**src/rtl/tcfe_pkg.sv**
```systemverilog
`timescale 1ns / 1ps
// ----------------------------------------------------------------------------
// tcfe_pkg: shared types and constants of the text chunk frame encoder
// Item and result payloads, the command passed from front to back, and the
// fixed frame constants.
// ----------------------------------------------------------------------------
package tcfe_pkg;

    // item kinds
    localparam logic [1:0] KIND_START = 2'd0;
    localparam logic [1:0] KIND_META  = 2'd1;
    localparam logic [1:0] KIND_TEXT  = 2'd2;

    // result status codes
    localparam logic [1:0] ST_OK         = 2'd0;
    localparam logic [1:0] ST_META_LONG  = 2'd1;
    localparam logic [1:0] ST_NO_ROOM    = 2'd2;
    localparam logic [1:0] ST_UNEXPECTED = 2'd3;

    // frame constants
    localparam logic [7:0] MAGIC_BYTE    = 8'hA5;
    localparam logic [7:0] VERSION_BYTE  = 8'h02;
    localparam logic [7:0] HEADER_FIELDS = 8'd4;
    localparam int         HEAD_BYTES    = 8;   // fixed bytes before metadata

    // command queue
    localparam int CMDQ_DEPTH = 4;
    localparam int CMDQ_PTR_W = 2;

    typedef struct packed {
        logic [1:0] kind;
        logic [7:0] event_type;
        logic [7:0] module_id;
        logic [7:0] text_length;
        logic [7:0] metadata_length;
        logic [7:0] data_byte;
    } item_t;

    typedef struct packed {
        logic [7:0] frame_byte;
        logic       frame_end;
        logic [1:0] status;
        logic       last;
    } result_t;

    // one unit of work for the back end
    typedef struct packed {
        logic       is_err;
        logic [1:0] status;
        logic       do_head;
        logic       has_text;
        logic       do_check;
        logic [7:0] text_byte;
        logic [7:0] event_type;
        logic [7:0] module_id;
        logic [7:0] offset;
        logic [7:0] total;
        logic [7:0] chunk;
        logic [7:0] meta_len;
    } cmd_t;

    typedef struct packed {
        logic       we;
        logic [7:0] addr;
        logic [7:0] data;
    } meta_wr_t;

endpackage

```
**src/rtl/text_chunk_frame_encoder.sv**
```systemverilog
`timescale 1ns / 1ps
// ----------------------------------------------------------------------------
// text_chunk_frame_encoder: splits a text message into checksummed frames
// Start, metadata and text items in; frame bytes with status out.
// ----------------------------------------------------------------------------
// A start item announces a message (type, module, text length, metadata
// length); metadata bytes follow, then text bytes. Text is cut into chunks
// of at most FRAME_BYTES-9-metadata bytes, each sent as one frame: A5, 02,
// type, payload length, module, offset, total, chunk length, the metadata,
// the chunk text and an XOR checksum of the preceding bytes. The front end
// takes one item per cycle while its command queue has room; a text byte
// that opens a chunk makes the emitter load the command, then send the
// header (8 fixed bytes and metadata), the byte, and the checksum when
// the chunk is one byte: at most FRAME_BYTES bytes. Other text bytes send
// their byte and, at a chunk's end, the checksum. The output stage moves
// one byte per cycle while pop is held, so the emitter sets the rate.
// Metadata bytes of a new message are held off (full high) until every
// frame of the previous message has left the emitter, since the emitter
// reads the metadata store while it builds each frame header.
// ----------------------------------------------------------------------------
module text_chunk_frame_encoder #(
    parameter int FRAME_BYTES = 32
) (
    input  logic              clk,
    input  logic              rst_n,
    // item side: transfer on push && !full
    input  logic              push,
    output logic              full,
    input  tcfe_pkg::item_t   item,
    // result side: transfer on pop && !empty
    output logic              empty,
    input  logic              pop,
    output tcfe_pkg::result_t result
);

    logic               q_full;
    logic               q_empty;
    logic               q_pop;
    logic               cmd_push;
    logic               back_idle;
    tcfe_pkg::cmd_t     cmd_in;
    tcfe_pkg::cmd_t     cmd_out;
    tcfe_pkg::meta_wr_t meta_wr;

    // classifier: phase tracking, metadata writes, command issue
    tcfe_front #(
        .FRAME_BYTES (FRAME_BYTES)
    ) u_front (
        .clk       (clk),
        .rst_n     (rst_n),
        .push      (push),
        .full      (full),
        .item      (item),
        .q_full    (q_full),
        .q_empty   (q_empty),
        .back_idle (back_idle),
        .cmd_push  (cmd_push),
        .cmd_data  (cmd_in),
        .meta_wr   (meta_wr)
    );

    // decouples item intake from byte emission
    tcfe_cmd_fifo u_cmd_fifo (
        .clk     (clk),
        .rst_n   (rst_n),
        .wr_en   (cmd_push),
        .wr_data (cmd_in),
        .rd_en   (q_pop),
        .rd_data (cmd_out),
        .q_full  (q_full),
        .q_empty (q_empty)
    );

    // emitter: one frame byte per cycle into the output register while it has room
    tcfe_back #(
        .FRAME_BYTES (FRAME_BYTES)
    ) u_back (
        .clk       (clk),
        .rst_n     (rst_n),
        .meta_wr   (meta_wr),
        .q_empty   (q_empty),
        .q_data    (cmd_out),
        .q_pop     (q_pop),
        .back_idle (back_idle),
        .empty     (empty),
        .pop       (pop),
        .result    (result)
    );

endmodule

```
**src/rtl/tcfe_front.sv**
```systemverilog
`timescale 1ns / 1ps
// ----------------------------------------------------------------------------
// tcfe_front: item classifier
// Accepts items, tracks the message phase, writes metadata and issues
// frame commands to the command queue.
// ----------------------------------------------------------------------------
module tcfe_front #(
    parameter int FRAME_BYTES = 32
) (
    input  logic              clk,
    input  logic              rst_n,
    input  logic              push,
    output logic              full,
    input  tcfe_pkg::item_t   item,
    input  logic              q_full,
    input  logic              q_empty,
    input  logic              back_idle,
    output logic              cmd_push,
    output tcfe_pkg::cmd_t    cmd_data,
    output tcfe_pkg::meta_wr_t meta_wr
);

    localparam int META_MAX = FRAME_BYTES - 9;
    localparam int META_W   = $clog2(META_MAX + 1);

    localparam logic [1:0] PH_IDLE = 2'd0;
    localparam logic [1:0] PH_META = 2'd1;
    localparam logic [1:0] PH_TEXT = 2'd2;

    logic [1:0]        phase_reg, phase_next;
    logic [7:0]        type_reg, type_next;
    logic [7:0]        module_reg, module_next;
    logic [7:0]        total_reg, total_next;
    logic [META_W-1:0] meta_exp_reg, meta_exp_next;
    logic [META_W-1:0] meta_cnt_reg, meta_cnt_next;
    logic [7:0]        offset_reg, offset_next;
    logic [META_W-1:0] chunk_left_reg, chunk_left_next;

    logic              accept;
    logic [META_W-1:0] room;
    logic [7:0]        room8;
    logic [7:0]        rest;
    logic [7:0]        chunk;
    logic [META_W-1:0] cl_cur;
    logic [META_W-1:0] cl_after;
    logic [8:0]        offset_inc;
    logic [META_W-1:0] meta_cnt_inc;

    // metadata writes wait until the back end no longer reads the store
    assign full   = q_full || ((phase_reg == PH_META) && !(q_empty && back_idle));
    assign accept = push && !full;

    assign room         = META_W'(META_MAX) - meta_exp_reg;
    assign room8        = 8'(room);
    assign rest         = total_reg - offset_reg;
    assign chunk        = (rest < room8) ? rest : room8;
    assign cl_cur       = (chunk_left_reg == '0) ? META_W'(chunk) : chunk_left_reg;
    assign cl_after     = (cl_cur != '0) ? cl_cur - META_W'(1) : '0;
    assign offset_inc   = {1'b0, offset_reg} + 9'd1;
    assign meta_cnt_inc = meta_cnt_reg + META_W'(1);

    always_comb
    begin
        phase_next      = phase_reg;
        type_next       = type_reg;
        module_next     = module_reg;
        total_next      = total_reg;
        meta_exp_next   = meta_exp_reg;
        meta_cnt_next   = meta_cnt_reg;
        offset_next     = offset_reg;
        chunk_left_next = chunk_left_reg;
        cmd_push        = 1'b0;
        cmd_data        = '0;
        cmd_data.event_type = type_reg;
        cmd_data.module_id  = module_reg;
        cmd_data.total      = total_reg;
        cmd_data.offset     = offset_reg;
        cmd_data.meta_len   = 8'(meta_exp_reg);
        meta_wr         = '0;
        if (accept)
        begin
            case (item.kind)
                tcfe_pkg::KIND_START:
                begin
                    phase_next = PH_IDLE;
                    if (item.metadata_length > 8'(META_MAX))
                    begin
                        cmd_push        = 1'b1;
                        cmd_data.is_err = 1'b1;
                        cmd_data.status = tcfe_pkg::ST_META_LONG;
                    end
                    else if ((item.metadata_length == 8'(META_MAX)) &&
                             (item.text_length != 8'd0))
                    begin
                        cmd_push        = 1'b1;
                        cmd_data.is_err = 1'b1;
                        cmd_data.status = tcfe_pkg::ST_NO_ROOM;
                    end
                    else
                    begin
                        type_next       = item.event_type;
                        module_next     = item.module_id;
                        total_next      = item.text_length;
                        meta_exp_next   = META_W'(item.metadata_length);
                        meta_cnt_next   = '0;
                        offset_next     = 8'd0;
                        chunk_left_next = '0;
                        if (item.metadata_length != 8'd0)
                            phase_next = PH_META;
                        else if (item.text_length != 8'd0)
                            phase_next = PH_TEXT;
                        else
                        begin
                            // empty message: one frame straight away
                            cmd_push            = 1'b1;
                            cmd_data.do_head    = 1'b1;
                            cmd_data.do_check   = 1'b1;
                            cmd_data.event_type = item.event_type;
                            cmd_data.module_id  = item.module_id;
                            cmd_data.total      = 8'd0;
                            cmd_data.offset     = 8'd0;
                            cmd_data.meta_len   = 8'd0;
                        end
                    end
                end
                tcfe_pkg::KIND_META:
                begin
                    if (phase_reg == PH_META)
                    begin
                        meta_wr.we    = 1'b1;
                        meta_wr.addr  = 8'(meta_cnt_reg);
                        meta_wr.data  = item.data_byte;
                        meta_cnt_next = meta_cnt_inc;
                        if (meta_cnt_inc >= meta_exp_reg)
                        begin
                            if (total_reg != 8'd0)
                                phase_next = PH_TEXT;
                            else
                            begin
                                phase_next        = PH_IDLE;
                                offset_next       = 8'd0;
                                cmd_push          = 1'b1;
                                cmd_data.do_head  = 1'b1;
                                cmd_data.do_check = 1'b1;
                                cmd_data.offset   = 8'd0;
                            end
                        end
                    end
                    else
                    begin
                        cmd_push        = 1'b1;
                        cmd_data.is_err = 1'b1;
                        cmd_data.status = tcfe_pkg::ST_UNEXPECTED;
                    end
                end
                tcfe_pkg::KIND_TEXT:
                begin
                    if (phase_reg == PH_TEXT)
                    begin
                        cmd_push           = 1'b1;
                        cmd_data.do_head   = (chunk_left_reg == '0);
                        cmd_data.chunk     = chunk;
                        cmd_data.has_text  = 1'b1;
                        cmd_data.text_byte = item.data_byte;
                        cmd_data.do_check  = (cl_after == '0);
                        chunk_left_next    = cl_after;
                        offset_next        = offset_inc[7:0];
                        if ((cl_after == '0) && (offset_inc >= {1'b0, total_reg}))
                            phase_next = PH_IDLE;
                    end
                    else
                    begin
                        cmd_push        = 1'b1;
                        cmd_data.is_err = 1'b1;
                        cmd_data.status = tcfe_pkg::ST_UNEXPECTED;
                    end
                end
                default:
                begin
                    cmd_push        = 1'b1;
                    cmd_data.is_err = 1'b1;
                    cmd_data.status = tcfe_pkg::ST_UNEXPECTED;
                end
            endcase
        end
    end

    always_ff @(posedge clk or negedge rst_n)
    begin
        if (!rst_n)
        begin
            phase_reg      <= PH_IDLE;
            type_reg       <= 8'd0;
            module_reg     <= 8'd0;
            total_reg      <= 8'd0;
            meta_exp_reg   <= '0;
            meta_cnt_reg   <= '0;
            offset_reg     <= 8'd0;
            chunk_left_reg <= '0;
        end
        else
        begin
            phase_reg      <= phase_next;
            type_reg       <= type_next;
            module_reg     <= module_next;
            total_reg      <= total_next;
            meta_exp_reg   <= meta_exp_next;
            meta_cnt_reg   <= meta_cnt_next;
            offset_reg     <= offset_next;
            chunk_left_reg <= chunk_left_next;
        end
    end

    a_push_has_room: assert property (@(posedge clk) disable iff (!rst_n)
        cmd_push |-> !q_full)
        else $error("command pushed into a full queue");

    a_meta_write_safe: assert property (@(posedge clk) disable iff (!rst_n)
        meta_wr.we |-> (phase_reg == PH_META) && (meta_cnt_reg < meta_exp_reg)
                       && q_empty && back_idle)
        else $error("metadata written while it may still be read");

endmodule

```
**src/rtl/tcfe_cmd_fifo.sv**
```systemverilog
`timescale 1ns / 1ps
// ----------------------------------------------------------------------------
// tcfe_cmd_fifo: command queue
// Short queue of frame commands between the classifier and the emitter.
// ----------------------------------------------------------------------------
module tcfe_cmd_fifo (
    input  logic           clk,
    input  logic           rst_n,
    input  logic           wr_en,
    input  tcfe_pkg::cmd_t wr_data,
    input  logic           rd_en,
    output tcfe_pkg::cmd_t rd_data,
    output logic           q_full,
    output logic           q_empty
);

    localparam int PW = tcfe_pkg::CMDQ_PTR_W;

    tcfe_pkg::cmd_t  entries [tcfe_pkg::CMDQ_DEPTH];
    logic [PW-1:0]   wr_ptr_reg;
    logic [PW-1:0]   rd_ptr_reg;
    logic [PW:0]     count_reg;

    assign q_full  = (count_reg == (PW+1)'(tcfe_pkg::CMDQ_DEPTH));
    assign q_empty = (count_reg == '0);
    assign rd_data = entries[rd_ptr_reg];

    always_ff @(posedge clk)
    begin
        if (wr_en)
            entries[wr_ptr_reg] <= wr_data;
    end

    always_ff @(posedge clk or negedge rst_n)
    begin
        if (!rst_n)
        begin
            wr_ptr_reg <= '0;
            rd_ptr_reg <= '0;
            count_reg  <= '0;
        end
        else
        begin
            if (wr_en)
                wr_ptr_reg <= wr_ptr_reg + PW'(1);
            if (rd_en)
                rd_ptr_reg <= rd_ptr_reg + PW'(1);
            if (wr_en && !rd_en)
                count_reg <= count_reg + (PW+1)'(1);
            else if (rd_en && !wr_en)
                count_reg <= count_reg - (PW+1)'(1);
        end
    end

endmodule

```
**src/rtl/tcfe_back.sv**
```systemverilog
`timescale 1ns / 1ps
// ----------------------------------------------------------------------------
// tcfe_back: frame emitter
// Holds the metadata store and turns each command into frame bytes, one
// per cycle while its registered output stage has room; running XOR checksum.
// ----------------------------------------------------------------------------
module tcfe_back #(
    parameter int FRAME_BYTES = 32
) (
    input  logic               clk,
    input  logic               rst_n,
    input  tcfe_pkg::meta_wr_t meta_wr,
    input  logic               q_empty,
    input  tcfe_pkg::cmd_t     q_data,
    output logic               q_pop,
    output logic               back_idle,
    output logic               empty,
    input  logic               pop,
    output tcfe_pkg::result_t  result
);

    localparam int META_MAX = FRAME_BYTES - 9;
    localparam int META_IW  = (META_MAX > 1) ? $clog2(META_MAX) : 1;
    localparam int IDX_W    = $clog2(FRAME_BYTES);

    localparam logic [2:0] B_IDLE  = 3'd0;
    localparam logic [2:0] B_HEAD  = 3'd1;
    localparam logic [2:0] B_TEXT  = 3'd2;
    localparam logic [2:0] B_CHECK = 3'd3;
    localparam logic [2:0] B_ERR   = 3'd4;

    logic [7:0]        meta_store [META_MAX];

    logic [2:0]        state_reg, state_next;
    tcfe_pkg::cmd_t    cmd_reg, cmd_next;
    logic [IDX_W-1:0]  idx_reg, idx_next;
    logic [7:0]        check_reg, check_next;
    tcfe_pkg::result_t out_reg;
    logic              out_valid_reg;
    logic [7:0]        meta_rd_reg;

    logic              slot_free;
    logic              emit;
    tcfe_pkg::result_t emit_data;
    logic [IDX_W-1:0]  head_last;
    logic [META_IW-1:0] meta_idx;
    logic              meta_rd_en;
    logic [7:0]        head_byte;

    assign slot_free = !out_valid_reg || pop;
    assign back_idle = (state_reg == B_IDLE);
    assign q_pop     = (state_reg == B_IDLE) && !q_empty;
    assign empty     = !out_valid_reg;
    assign result    = out_reg;

    assign head_last = IDX_W'(tcfe_pkg::HEAD_BYTES) + IDX_W'(cmd_reg.meta_len) - IDX_W'(1);

    // metadata is registered ahead of use, read at the index the header moves to
    assign meta_idx   = META_IW'(idx_next - IDX_W'(tcfe_pkg::HEAD_BYTES));
    assign meta_rd_en = (idx_next >= IDX_W'(tcfe_pkg::HEAD_BYTES)) && (idx_next <= head_last);

    always_comb
    begin
        case (idx_reg)
            IDX_W'(0): head_byte = tcfe_pkg::MAGIC_BYTE;
            IDX_W'(1): head_byte = tcfe_pkg::VERSION_BYTE;
            IDX_W'(2): head_byte = cmd_reg.event_type;
            IDX_W'(3): head_byte = tcfe_pkg::HEADER_FIELDS + cmd_reg.meta_len + cmd_reg.chunk;
            IDX_W'(4): head_byte = cmd_reg.module_id;
            IDX_W'(5): head_byte = cmd_reg.offset;
            IDX_W'(6): head_byte = cmd_reg.total;
            IDX_W'(7): head_byte = cmd_reg.chunk;
            default:   head_byte = meta_rd_reg;
        endcase
    end

    always_comb
    begin
        state_next = state_reg;
        cmd_next   = cmd_reg;
        idx_next   = idx_reg;
        check_next = check_reg;
        emit       = 1'b0;
        emit_data  = '0;
        case (state_reg)
            B_IDLE:
            begin
                if (!q_empty)
                begin
                    cmd_next = q_data;
                    idx_next = '0;
                    if (q_data.is_err)
                        state_next = B_ERR;
                    else if (q_data.do_head)
                    begin
                        state_next = B_HEAD;
                        check_next = 8'd0;
                    end
                    else if (q_data.has_text)
                        state_next = B_TEXT;
                    else
                        state_next = B_CHECK;
                end
            end
            B_HEAD:
            begin
                if (slot_free)
                begin
                    emit                 = 1'b1;
                    emit_data.frame_byte = head_byte;
                    check_next           = check_reg ^ head_byte;
                    idx_next             = idx_reg + IDX_W'(1);
                    if (idx_reg == head_last)
                        state_next = cmd_reg.has_text ? B_TEXT : B_CHECK;
                end
            end
            B_TEXT:
            begin
                if (slot_free)
                begin
                    emit                 = 1'b1;
                    emit_data.frame_byte = cmd_reg.text_byte;
                    emit_data.last       = !cmd_reg.do_check;
                    check_next           = check_reg ^ cmd_reg.text_byte;
                    state_next           = cmd_reg.do_check ? B_CHECK : B_IDLE;
                end
            end
            B_CHECK:
            begin
                if (slot_free)
                begin
                    emit                 = 1'b1;
                    emit_data.frame_byte = check_reg;
                    emit_data.frame_end  = 1'b1;
                    emit_data.last       = 1'b1;
                    check_next           = 8'd0;
                    state_next           = B_IDLE;
                end
            end
            B_ERR:
            begin
                if (slot_free)
                begin
                    emit             = 1'b1;
                    emit_data.status = cmd_reg.status;
                    emit_data.last   = 1'b1;
                    state_next       = B_IDLE;
                end
            end
            default:
                state_next = B_IDLE;
        endcase
    end

    always_ff @(posedge clk)
    begin
        if (meta_wr.we)
            meta_store[META_IW'(meta_wr.addr)] <= meta_wr.data;
        if (meta_rd_en)
            meta_rd_reg <= meta_store[meta_idx];
    end

    always_ff @(posedge clk)
    begin
        cmd_reg <= cmd_next;
        idx_reg <= idx_next;
        if (emit)
            out_reg <= emit_data;
    end

    always_ff @(posedge clk or negedge rst_n)
    begin
        if (!rst_n)
        begin
            state_reg     <= B_IDLE;
            check_reg     <= 8'd0;
            out_valid_reg <= 1'b0;
        end
        else
        begin
            state_reg <= state_next;
            check_reg <= check_next;
            if (emit)
                out_valid_reg <= 1'b1;
            else if (pop)
                out_valid_reg <= 1'b0;
        end
    end

    a_end_is_last_ok: assert property (@(posedge clk) disable iff (!rst_n)
        (out_valid_reg && out_reg.frame_end) |->
            (out_reg.last && (out_reg.status == tcfe_pkg::ST_OK)))
        else $error("checksum byte not closing an ok result");

    a_error_single: assert property (@(posedge clk) disable iff (!rst_n)
        (out_valid_reg && (out_reg.status != tcfe_pkg::ST_OK)) |->
            (out_reg.last && (out_reg.frame_byte == 8'd0) && !out_reg.frame_end))
        else $error("error result malformed");

    a_check_done: assert property (@(posedge clk) disable iff (!rst_n)
        ((state_reg == B_CHECK) && slot_free) |=>
            ((state_reg == B_IDLE) && (check_reg == 8'd0)))
        else $error("emitter did not close frame after checksum");

endmodule

```
**config.mk**
```make
export PLATFORM = sky130hd
export DESIGN_NAME = text_chunk_frame_encoder
export DESIGN_NICKNAME = d
export VERILOG_FILES = /design/src/rtl/tcfe_pkg.sv /design/src/rtl/text_chunk_frame_encoder.sv /design/src/rtl/tcfe_front.sv /design/src/rtl/tcfe_cmd_fifo.sv /design/src/rtl/tcfe_back.sv
export SDC_FILE = /design/constraint.sdc
export NUM_CORES = 1
export LEC_CHECK = 0
export ABC_AREA = 1
export BUFFER_PORTS_ARGS = -buffer_cell sky130_fd_sc_hd__buf_2
export CAP_MARGIN = 20
export CORE_ASPECT_RATIO = 0.5
export CORE_MARGIN = 1.5
export CORE_UTILIZATION = 54
export CTS_CLUSTER_DIAMETER = 100
export DETAILED_ROUTE_END_ITERATION = 10
export GPL_TIMING_DRIVEN = 0
export MAX_ROUTING_LAYER = met4
export PLACE_DENSITY = 0.83
export REMOVE_ABC_BUFFERS = 1
export SYNTH_ARGS = -nofsm -noshare
export SYNTH_HDL_FRONTEND = slang
export SYNTH_SLANG_ARGS = --single-unit
```
**constraint.sdc**
```tcl
create_clock -name clk -period 4.46 [get_ports clk]
set_input_delay 0.446 -clock clk [delete_from_list [all_inputs] [get_ports clk]]
set_output_delay 0.446 -clock clk [all_outputs]
set_load 0.03 [all_outputs]
```
After elaboration in Yosys (flattened, before gate mapping) --
Memories as Yosys holds them, arrays and structs flattened. A register that Yosys moved wholly into a read port is not among the register bits. Index checks and enable logic that the tools add are counted.
Operators by class: equality and inequality tests 32, order comparisons 6, $add $sub $neg 15, reductions and logical operators 45, mux-type cells 105, bitwise gates (word level) 5
Operators with widths (number):
- 2-to-1 mux 8 bit | 23
- 2-to-1 mux 32 bit | 4
- case mux 8 bit (8 select lines) | 1
- 2-to-1 mux 62 bit | 1
- 2-to-1 mux 17 bit | 3
- case mux 8 bit (3 select lines) | 2
- 2-to-1 mux 5 bit | 9
- 2-to-1 mux 3 bit | 13
- case mux 8 bit (4 select lines) | 1
- case mux 5 bit (2 select lines) | 3
- 2-to-1 mux 1 bit | 24
- nonzero test 8 bit | 3
- equality test 5 x 3 -> 1 bit (second input constant) | 4
- 2-to-1 mux 2 bit | 10
- inequality test 2 x 1 -> 1 bit (second input constant) | 10
- AND reduction 5 bit | 4
- 2-to-1 mux 16 bit | 1
- case mux 8 bit (2 select lines) | 1
- bitwise XOR 8 bit | 2
- zero test 5 bit | 3
- case mux 3 bit (4 select lines) | 1
- 2-to-1 mux 11 bit | 1
- adder 5 x 1 -> 5 bit (second input constant) | 2
- equality test 5 x 2 -> 1 bit (second input constant) | 2
- 47 further kinds | 80
Storage, ports and cells: bits in registers 145, bits in writable memories 432, memories 2, word-level logic and storage cells 239, output and inout port bits 14
Memories:
- u_cmd_fifo.entries | depth 4, width 62, read ports 1, clocked after Yosys merged registers in 0, wr ports 1, RTL line tcfe_cmd_fifo.sv:19 | tcfe_pkg::cmd_t entries [tcfe_pkg::CMDQ_DEPTH];
- u_back.meta_store | depth 23, width 8, read ports 1, clocked after Yosys merged registers in 1, wr ports 1, RTL line tcfe_back.sv:32 | logic [7:0] meta_store [META_MAX];

Longest topological paths before layout --
depth in word-level cells 12, gate-level depth with buffers 29, depth with buffers taken out 29

By module --
A second synthesis with hierarchy kept.
Second synthesis, totals: cells, all modules 2663, area total of the unflattened synthesis 28117.0 sq um
Modules (own cells, without submodules):
- tcfe_back | sequential area each 8328.0 sq um, instances 1, cells each 1233, area each 13056.3 sq um
- tcfe_cmd_fifo | sequential area each 7622.3 sq um, instances 1, cells each 771, area each 10755.3 sq um
- tcfe_front | sequential area each 1226.2 sq um, instances 1, cells each 659, area each 4305.4 sq um

Least setup slack after synthesis --
No wires, ideal clock.
path kind register to register, start point register u_front.meta_cnt_reg[0], end point memory u_cmd_fifo.entries[0][0] (netlist bit) (enable), cell stages (with the launch flop) 12, path slack -0.371 ns, path buffers 0, clock period less this slack 4.831 ns, arrival time 4.354 ns, setup time 0.476 ns, path through dfrtp_1 > ha_1 > ha_1 > o21a_1 > o21a_1 > o21a_1 > o21ai_0 > nand2_1 > nand3_1 > o2111ai_1 > nand2_1 > nor2_1
On the way: cells in the longest elaborated chain, start to end 8
RTL lines:
- start, declared | RTL line tcfe_front.sv:35 | logic [META_W-1:0] meta_cnt_reg, meta_cnt_next;
- start signal, assigned | RTL line tcfe_front.sv:208 | meta_cnt_reg <= meta_cnt_next;
- adder 5 x 1 -> 5 bit | RTL line tcfe_front.sv:60 | assign meta_cnt_inc = meta_cnt_reg + META_W'(1);
- greater-or-equal comparator 5 bit | RTL line tcfe_front.sv:134 | if (meta_cnt_inc >= meta_exp_reg)
- 2-to-1 mux 1 bit | RTL line tcfe_front.sv:134
- 2-to-1 mux 1 bit | RTL line tcfe_front.sv:128 | if (phase_reg == PH_META)
- case mux 1 bit (2 select lines) | RTL line tcfe_front.sv:82 | case (item.kind)
- 2-to-1 mux 1 bit | RTL line tcfe_front.sv:80 | if (accept)
- 2-to-1 mux 1 bit | RTL line tcfe_cmd_fifo.sv:30 | if (wr_en)
- 2-to-1 mux 1 bit (not written as such) | RTL line tcfe_cmd_fifo.sv:31 | entries[wr_ptr_reg] <= wr_data;
- end, declared | RTL line tcfe_cmd_fifo.sv:19
Every way passes these cells.

Final worst setup path --
start point register u_cmd_fifo.count_reg[0], end point register u_back.meta_rd_reg[5] (read register of u_back.meta_store), data pin
On the way: cells in the longest elaborated chain, start to end 5
RTL lines:
- start, declared | RTL line tcfe_cmd_fifo.sv:22 | logic [PW:0] count_reg;
- start signal, assigned | RTL line tcfe_cmd_fifo.sv:49 | count_reg <= count_reg + (PW+1)'(1);
- start signal, assigned | RTL line tcfe_cmd_fifo.sv:51 | count_reg <= count_reg - (PW+1)'(1);
- zero test 3 bit (*) | RTL line tcfe_cmd_fifo.sv:25 | assign q_empty = (count_reg == '0);
- 2-to-1 mux 5 bit (*) | RTL line tcfe_back.sv:88 | if (!q_empty)
- case mux 5 bit (2 select lines) (*) | RTL line tcfe_back.sv:85 | case (state_reg)
- greater-or-equal comparator 5 x 4 -> 1 bit or <= comparator 5 bit (tied branches) | RTL line tcfe_back.sv:60 | assign meta_rd_en = (idx_next >= IDX_W'(tcfe_pkg::HEAD_BYTES)) && (idx_next <= head_last);
- logical AND 1 bit | RTL line tcfe_back.sv:60
- end, declared | RTL line tcfe_back.sv:40 | logic [7:0] meta_rd_reg;
Mark *: on every way between the ends. The rest lies on a longest branch, timed or not. A chain may end at the register's enable or synchronous reset.

==> summary.md <==
| Metric | Value |
|---|---|
| Status | `completed` |
| Max rail drop VDD | `0.000556 V` |
| Worst skew pair latency | `roughly 0.58 ns` |
| CP required | `4.85 ns` |
| Critical Path AT | `4.66 ns` |
| Post-synth ARST share | `0.119` |
| Ports | `60` |
| Setup ws final | `around 0.19 ns` |
| Most frequent cells in the layout | `edfxtp_1 (497), nor2_1 (366), o21ai_0 (200)` |
| Antenna Cells | `0` |
| PortBufs | `59` |
| Depth of the most critical reg-to-reg path | `11` |
| First-pass GRT wire length | `91600 µm` |
| Total congestion overflow | `0` |
| Initial Util | `0.550` |
| CTS tree | `yes` |
| Cts bufs inserted | `50` |
| Hold depth | `3` |
| Core region area | `45400 µm²` |
| Worst R2R Start | `u_cmd_fifo.count_reg[0]` |
| Top cells by area, synth | `edfxtp_1 (60%), dfrtp_1 (6.8%), nor2_1 (5.7%)` |
| Routability cong. | `0.932` |
| Max Clock Freq | `234 MHz` |
| DRC Markers | `0` |
| Tcrit/Tclk final | `0.958` |
| FF-to-FF setup slack | `about 0.19 ns` |
| Root Driver | `clkbuf_16` |
| Worst slew margin | `0.214` |
| Leading area contributor after synthesis | `edfxtp_1` |
| CTS sink count | `570` |
| Worst Path Max Fanout | `90` |
| HPWL after DPL | `36900 µm` |
| Final number of hold-violating endpoints | `0` |
| Crit path kind | `reg2reg` |
| Post-Syn Area | `25000 µm²` |
| Pwr dens | `roughly 670 nW/µm²` |
| 1st-pass router iterations | `7` |
| Synth Register Bits | `570` |
| Max FFs per register | `roughly 240` |
| Vias in the first global route | `about 17k` |
| Most frequent CP cell | `nand2_1` |
| Top Family by Delay on Critical Path | `simple AND/OR/NAND/NOR gates` |
| Final Max Tran Viols | `0` |
| Reg clk slew, reported paths | `0.06 ns` |
| Avg Inst Size Synth | `11.5 µm²` |
| Post CTS Setup Buffer Count | `0` |
| Worst Skew | `0.0230 ns` |
| Core Rows | `55` |
| CP max-delay cell | `inv_6` |
| RSZ-0062 raised after global routing | `false` |
| H-tree Lvls | `2` |
| Critical path cell sequence | `nor3_1 > inv_2 > o311ai_4 > nand2_4 > inv_6 > nor2_1 > o311ai_0 > nand3_1 > nand2_1 > nand2_1 > o21ai_1` |
| Initial antenna violation count | `0` |
| Post-synthesis cell count | `2170` |
| Critical R2R Capture | `u_back.meta_rd_reg[5]` |
| Crit path time final | `4.27 ns` |
| WP buf/inv | `2` |
| Startpoint types | `flip-flop` |
| Routed Wire Length | `a little under 60000 µm` |
| Iteration-0 DRC Markers | `1863` |
| Warnings from Yosys | `0` |
| Area Overhead vs Synth | `11.6%` |
| Max-cap violations | `0` |
| DR WL/cell | `20.5 µm` |
| Worst Tran Pin Value | `1.17 ns` |
| Post-synth top flop | `edfxtp_1` |
| Max Buffers Root-to-Sink | `3` |
| Number of library cell types mapped by synthesis | `61` |
| Global-route total usage across every layer | `0.255` |
| Static Leak | `~0.01 µW` |
| Chip width | `307 µm` |
| Share of cells above drive strength 1 | `0.110` |
| Top-area cell type share of the netlist area | `0.597` |
| DP Worst Slack | `-0.102 ns` |
| Fillers | `3276` |
| Final Setup Violations | `0` |
| CP Capture Type | `flip-flop` |
| DIE AREA | `47700 µm²` |
| Vias | `roughly 17k` |
| Nets | `about 2.3k` |
| Worst setup startpoint | `u_cmd_fifo.count_reg[0]` |
| Worst Hold Class | `in2reg` |
| Hold Path Origin | `item[23]` |
| Leading cell type in the layout, fill and taps excluded | `edfxtp_1` |
| Number of flops mapped to enable cells by yosys | `497` |
| Largest net degree at the start of global routing | `between 90 and 100` |
| Post-route core utilization | `0.614` |
| CP peak stage delay | `0.78 ns` |
| Final antenna-violating net count | `0` |
| Die height | `155 µm` |
| DR vias/cell | `5.99` |
| Worst Hold End | `u_front.total_reg[7]` |
| Sequential share of the synthesized area | `0.669` |
## metal layers
| layer | routed length (µm) | GRT usage |
|---|---|---|
| met3 | 4670 | 0.0317 |
| met5 | 0 | - |
| met4 | 1970 | 0.0934 |
| met2 | 28700 | 0.418 |
| met1 | 23600 | 0.331 |
## power by group
| group | internal, µW | switching [µW] |
|---|---|---|
| clock network | 2490 | 1900 |
| registers | 7090 | 534 |
| logic | 2010 | 4780 |
| total | 11600 | 7210 |
## worst min-delay path, cell delays in order
cell	delay [ns]
buf_2	0.09
nor2_1	0.04
a21oi_1	0.10
## logic make-up (layout without fill, tap and decap cells)
logic type | count (synthesis) | in the layout | synth area share
adder cells (fa/ha/maj) | 61 | 61 | 0.0314
AND/OR/NAND/NOR | 736 | 736 | 0.128
buffers and inverters | 291 | 379 | 0.0455
AO/OA/AOI/OAI | 481 | 482 | 0.115
XOR/XNOR | 28 | 28 | 0.00981
multiplexers | 2 | 2 | 0.000901
flip-flops | 570 | 570 | 0.669
other | 1 | 12 | 0.000150
## area by class of cell
| type | instances | area, µm² | area share |
|---|---|---|---|
| clock buffer | 68 | 1400 | 0.0502 |
| clock inverter | 25 | 254 | 0.00911 |
| inverter | 201 | 762 | 0.0273 |
| multi-input combinational | 1321 | 7240 | 0.260 |
| sequential | 570 | 16700 | 0.600 |
| tap | 598 | 748 | 0.0268 |
| timing repair buffer | 85 | 752 | 0.0270 |
## synth_stat cells, types with 5 or more instances
cell type,number
dfrtp_1,68
o311ai_0,15
buf_4,5
edfxtp_1,497
a22o_1,6
o22ai_1,70
ha_1,58
inv_2,17
o31ai_1,6
o21ai_0,200
nor4_1,7
nand2_1,171
a31oi_1,9
o221ai_1,13
o211ai_1,21
xnor2_1,5
or2_2,10
nor2_4,5
a221oi_1,8
nand3_1,75
buf_2,20
clkbuf_1,61
nand4_1,18
o311ai_1,10
xor2_1,23
nand2_2,16
o21ai_1,40
nor3_1,38
nor2_1,377
inv_1,183
dfxtp_1,5
a21oi_1,63
## how the worst max path moves through the flow
stage | endpoint | slack [ns] | cells past startpoint
global placement | u_back.check_reg[6] | -3.90 | 10
global route | u_cmd_fifo.entries[1][56] | 0.01 | 21
detailed placement | u_back.meta_rd_reg[2] | -0.10 | 12
floorplan | u_back.check_reg[6] | -0.47 | 10
finish | u_back.meta_rd_reg[5] | 0.19 | 11
CTS | u_back.meta_rd_reg[5] | 0.05 | 11
## per-stage QoR
| step | cells | cell area, µm² | total power (µW) | TNS [ns] | hold slack [ns] |
|---|---|---|---|---|---|
| 2_1_floorplan | 2091 | 24600 | 12000 | -91.25 | 0.150 |
| 3_3_place_gp | 2748 | 25700 | 13900 | -901.98 | 0.462 |
| 3_5_place_dp | 2773 | 26200 | 14300 | -0.813 | 0.427 |
| 4_1_cts | 2868 | 27900 | 18700 | 0 | 0.106 |
| 5_1_grt | 2868 | 27900 | 19800 | 0 | 0.112 |
| 6_report | 2868 | 27900 | 18800 | 0 | 0.128 |
## repair_timing
action	CTS	global route
resized for setup	0	1
hold endpoints to repair	31	0
cloned	1	0
endpoints found under the setup margin	8	5
hold buffers	1	0
pin swaps	1	0
No activity file was read; power rests on OpenSTA's default activity.
